### src/rtl/sorted_id_index_table_insert_top_assert.svh
// ----------------------------------------------------------------------------
// Assertion macros for the sorted id index table
// Implication checks that compile away when NO_ASSERTIONS is defined.
// ----------------------------------------------------------------------------
`ifndef SORTED_ID_INDEX_TABLE_INSERT_TOP_ASSERT_SVH
`define SORTED_ID_INDEX_TABLE_INSERT_TOP_ASSERT_SVH
`ifndef NO_ASSERTIONS
`define SITI_ASSERT_SAME(label, clk, rst, ante, cons) \
  label: assert property (@(posedge clk) disable iff (rst) (ante) |-> (cons)) \
    else $error("sorted id table check failed");
`define SITI_ASSERT_NEXT(label, clk, rst, ante, cons) \
  label: assert property (@(posedge clk) disable iff (rst) (ante) |=> (cons)) \
    else $error("sorted id table check failed");
`else
`define SITI_ASSERT_SAME(label, clk, rst, ante, cons)
`define SITI_ASSERT_NEXT(label, clk, rst, ante, cons)
`endif
`endif

### src/rtl/siti_pkg.sv
// ----------------------------------------------------------------------------
// Sorted id index table package
// Shared types and constants for the table cells, gather logic and top level.
// ----------------------------------------------------------------------------
`default_nettype none

package siti_pkg;

  localparam int unsigned MAX_ENTRIES_DEF = 256;

  typedef enum logic [2:0] {
    ST_INSERTED  = 3'd0,
    ST_DUPLICATE = 3'd1,
    ST_SKIPPED   = 3'd2,
    ST_FULL      = 3'd3,
    ST_READ_OK   = 3'd4,
    ST_READ_OOR  = 3'd5
  } status_e;

  typedef struct packed {
    logic [31:0] id;
    logic [30:0] size;
    logic [31:0] flag_word;
    logic [31:0] offset;
  } entry_t;

  // Per-cell compare results captured when an item is accepted.
  typedef struct packed {
    logic ge;   // cell is at or past the insert point
    logic eq;   // cell holds the searched id
    logic sel;  // cell is the one addressed by a read
  } cell_flags_t;

endpackage

`default_nettype wire

### src/rtl/siti_cell.sv
// ----------------------------------------------------------------------------
// Sorted id table cell
// Holds one table entry, compares it against the incoming item and, on an
// insert, keeps its entry or takes its lower neighbor's entry or the new one.
// ----------------------------------------------------------------------------
`default_nettype none

module siti_cell #(
  parameter int unsigned MAX_ENTRIES = 256,
  parameter int unsigned INDEX       = 0,
  localparam int unsigned CW         = $clog2(MAX_ENTRIES + 1)
) (
  input  logic                 clk,
  input  logic                 capture,
  input  logic [31:0]          cap_id,
  input  logic [7:0]           cap_rpos,
  input  logic [CW-1:0]        count,
  input  logic                 ins_en,
  input  siti_pkg::entry_t     new_entry,
  input  siti_pkg::entry_t     prev_entry,
  input  logic                 prev_ge,
  output siti_pkg::entry_t     entry,
  output siti_pkg::cell_flags_t flags
);
  import siti_pkg::*;

  logic in_use;

  assign in_use = 32'(INDEX) < 32'(count);

  always_ff @(posedge clk) begin
    if (capture) begin
      flags.ge  <= !in_use || (entry.id > cap_id);
      flags.eq  <= in_use && (entry.id == cap_id);
      flags.sel <= 32'(INDEX) == 32'(cap_rpos);
    end
    // The ge flags are monotone along the row, so the cell below the insert
    // point keeps its entry, the insert point takes the new one and the rest
    // move up by one.
    if (ins_en) begin
      if (prev_ge) begin
        entry <= prev_entry;
      end else if (flags.ge) begin
        entry <= new_entry;
      end
    end
  end

endmodule

`default_nettype wire

### config.mk
export PLATFORM = sky130hd
export DESIGN_NAME = siti_cell
export DESIGN_NICKNAME = d
export VERILOG_FILES = /design/src/rtl/sorted_id_index_table_insert_top_assert.svh /design/src/rtl/siti_pkg.sv /design/src/rtl/siti_cell.sv
export SDC_FILE = /design/constraint.sdc
export NUM_CORES = 1
export LEC_CHECK = 0
export BUFFER_PORTS_ARGS = -buffer_cell sky130_fd_sc_hd__buf_2
export CELL_PAD_IN_SITES_DETAIL_PLACEMENT = 0
export CELL_PAD_IN_SITES_GLOBAL_PLACEMENT = 1
export CORE_AREA = 5 5 167 169
export CTS_CLUSTER_SIZE = 16
export DETAILED_ROUTE_END_ITERATION = 10
export DIE_AREA = 0 0 172 174
export PLACE_DENSITY_LB_ADDON = 0.1
export SKIP_CTS_REPAIR_TIMING = 1
export SLEW_MARGIN = 20
export SYNTH_ARGS = -nofsm -noshare
export SYNTH_HDL_FRONTEND = slang
export SYNTH_SLANG_ARGS = --single-unit
### constraint.sdc
create_clock -name clk -period 6.75 [get_ports clk]
set_input_delay 1.6875 -clock clk [delete_from_list [all_inputs] [get_ports clk]]
set_output_delay 1.6875 -clock clk [all_outputs]
set_load 0.005 [all_outputs]
==> flow_summary_export.csv <==
group,metric,value,unit
setup_path,slowest_delay,660,ps
cells_and_area,fill_cells,2656,
yosys,synthTopCellsByArea,"edfxtp_1 62%, mux2_2 23%, ha_1 6.4%",
yosys,synthXorXnorAreaFrac,0,%
yosys,synth_compound_gate_area_share,2.75,%
yosys,avgSynthCellArea,16.1,um2
cells_and_area,nNetsFinal,1173,
sta,fmax,0.284,GHz
sta,period_needed,3520,ps
yosys,synthTopCellsByCount,"130 x edfxtp_1, 127 x mux2_2, 33 x inv_1, 32 x ha_1, 14 x buf_2",
power,leakage,4.30,nW
setup_path,cp.arrival,3550,ps
die,die_w,172,um
setup_path,crit_path_end_kind,"register",
global_routing,grt_pass1_wl,32.7,mm
yosys,synthDistinctLibCells,26,
status,status,"complete, no violations",
yosys,synth_fa_ha_area_share,6.37,%
worst_hold_path,hp-class,"register to register",
yosys,synth_ff_type,"edfxtp_1",
routing,highest_layer,"met5",
die,dieHeight,174,um
place,numPortBuffers,436,
routing,drtPass1Iterations,4,
setup_path,crit_chain,"buf_4 > o21a_4 > buf_4",
routing,wl_per_cell,19.4,um
yosys,muxShareOfSynthArea,22.7,%
global_routing,grt_max_degree,66,
global_routing,grt_pass1_vias,5522,
setup_path,crit_buf_inv,2,
sta,worst_pin_slew,882,ps
routing,drt_iter0_markers,177,
yosys,synth_area,0.00629,mm2
die,io_pins,437,
sta,finClkSkew,13.6,ps
routing,drt-vias-per-instance,4.22,
routing,wl_met3,2.71,mm
yosys,yosysWarnings,0,
yosys,synth_fp_nets,729,
sta,holdWs,927,ps
place,gp_congestion,0.776,
global_routing,grt-ovfl-total,0,
yosys,ys_seq_elements,130,
setup_path,crit_path_max_fanout,64,
sta,setup_tns,0,ps
run,maxCapViolations,0,
yosys,synth-async-reset-ratio,0,%
clocking,cts_buffers,17,
sta,rsz0062_at_grt,"no",
yosys,synth.most_common_cell,"edfxtp_1",
global_routing,track_usage,14.7,%
cells_and_area,fin_area,0.00945,mm2
clocking,cts-root-buf,"clkbuf_16",
sta,slew_headroom,41.2,%
cells_and_area,fin_cells,1191,
yosys,syn_inst,390,
routing,drt-total-wl,23.1,mm
yosys,yosys.area_share.simple,3.00,%
setup_path,crit_type,"input pin to register",
setup_path,critPathSlowestCell,"buf_4",
routing,drt-met1-wl,7.52,mm
cells_and_area,drive_gt1_share,71.4,%
yosys,netlist.area_leader.share,62.1,%
routing,ant_nets,0,
place,placed_area,0.00886,mm2
cells_and_area,final_core_util,35.8,%
setup_path,crit_path_frequent_cell,"buf_4",
clocking,clk_path_buf_depth,2,
die,rows,60,
setup_path,cp-start-kind,"input pin",
die,initial_utilization,23.8,%
global_routing,antenna_found_initial,11,
cells_and_area,area_growth,50.3,%
setup_path,path_delay_family,"buffers and inverters",
routing,route.met2.wl,12.5,mm
clocking,htreeDepth,4,
yosys,synth_enable_flop_cells,130,
clocking,cts.sinks,130,
routing,num_vias,5025,
sta,finalHoldViolations,0,
die,die_area,0.0299,mm2
sta,report.final.setup_viol,0,
power,peakVddDrop,147,uV
yosys,ys_seq_area_share,62.1,%
clocking,clock_latency,420,ps
clocking,cts_tree,"built",
sta,period_share,52.1,%
sta,drv_slew,0,
yosys,yosysTopAreaCell,"edfxtp_1",
die,core_area,0.0264,mm2
setup_path,crit_required,6780,ps
power,powerDensity,235,mW/mm2
clocking,clkTransAtPathRegs,60,ps
place,place_inst,1156,
routing,drc,0,
place,dp.final_hpwl,18.8,mm
yosys,synth_top_family_by_area,"multiplexers",
stage by stage:
stage,worst slack [ps],power (mW)
floorplan,1250,1.14
global placement,2850,1.32
detailed placement,2760,1.32
CTS,3220,2.26
global route,3110,2.33
finish,3230,2.22
cell families after synthesis:
| family | count (synthesis) |
|---|---|
| and+or+nand+nor | 28 |
| buffers and inverters | 47 |
| AOI/OAI and AO/OA | 26 |
| adders and majority gates | 32 |
| DFF | 130 |
| muxes | 127 |
final cells by class:
| type | count | area [um2] | area share, % |
|---|---|---|---|
| Timing Repair Buffer | 439 | 2210 | 23.4 |
| Clock inverter | 14 | 155 | 1.64 |
| Clock buffer | 17 | 425 | 4.50 |
| Tap cell | 341 | 427 | 4.51 |
| Sequential cell | 130 | 3900 | 41.3 |
| Multi-Input combinational cell | 213 | 2200 | 23.3 |
| Inverter | 33 | 124 | 1.31 |
| Antenna cell | 4 | 10.0 | 0.106 |
report_power, final:
group	switching (mW)	leakage, nW	internal, mW	total (mW)
registers	0.0179	1.24	0.963	0.981
logic	0.142	2.78	0.172	0.315
clock network	0.378	0.281	0.548	0.926
total	0.538	4.30	1.68	2.22
worst min-delay path, delay by kind of cell, from the launching register on:
family	cells	cell delay, ps
compound gates	2	200
buf+inv	1	40
fa+ha+maj	1	140
simple gates	1	70
flops	1	350
sequential cells by signal, summed over array words and instances, names as in the netlist:
name,count
entry,127
flags,3
worst paths after layout:
path,endpoint,depth (start not counted),slack (ps),startpoint
max,entry[25],3,3230,prev_ge
min,flags[2],5,930,entry[126]
max reg2reg,flags[2],6,4810,entry[109]
min reg2reg,flags[2],5,930,entry[126]
routing by layer:
layer / vias to the layer above / global-route usage, %
met4: 14 / 3.37
met3: 28 / 7.37
met2: 255 / 27.7
met5: - / 0
li1: 2403 / -
met1: 2325 / 14.2
placed cells by master, fill, tap and decap left out, drive strengths merged, types with 3 or more instances in the layout:
master  instances
nor2            3
edfxtp        130
nand4           7
nand3           7
inv            38
buf           439
clkinv          5
mux2          127
a211oi          3
nor4            3
a21oi          11
diode           4
ha             32
clkbuf         17
a21o            6
No activity file was read; power rests on OpenSTA's default activity.
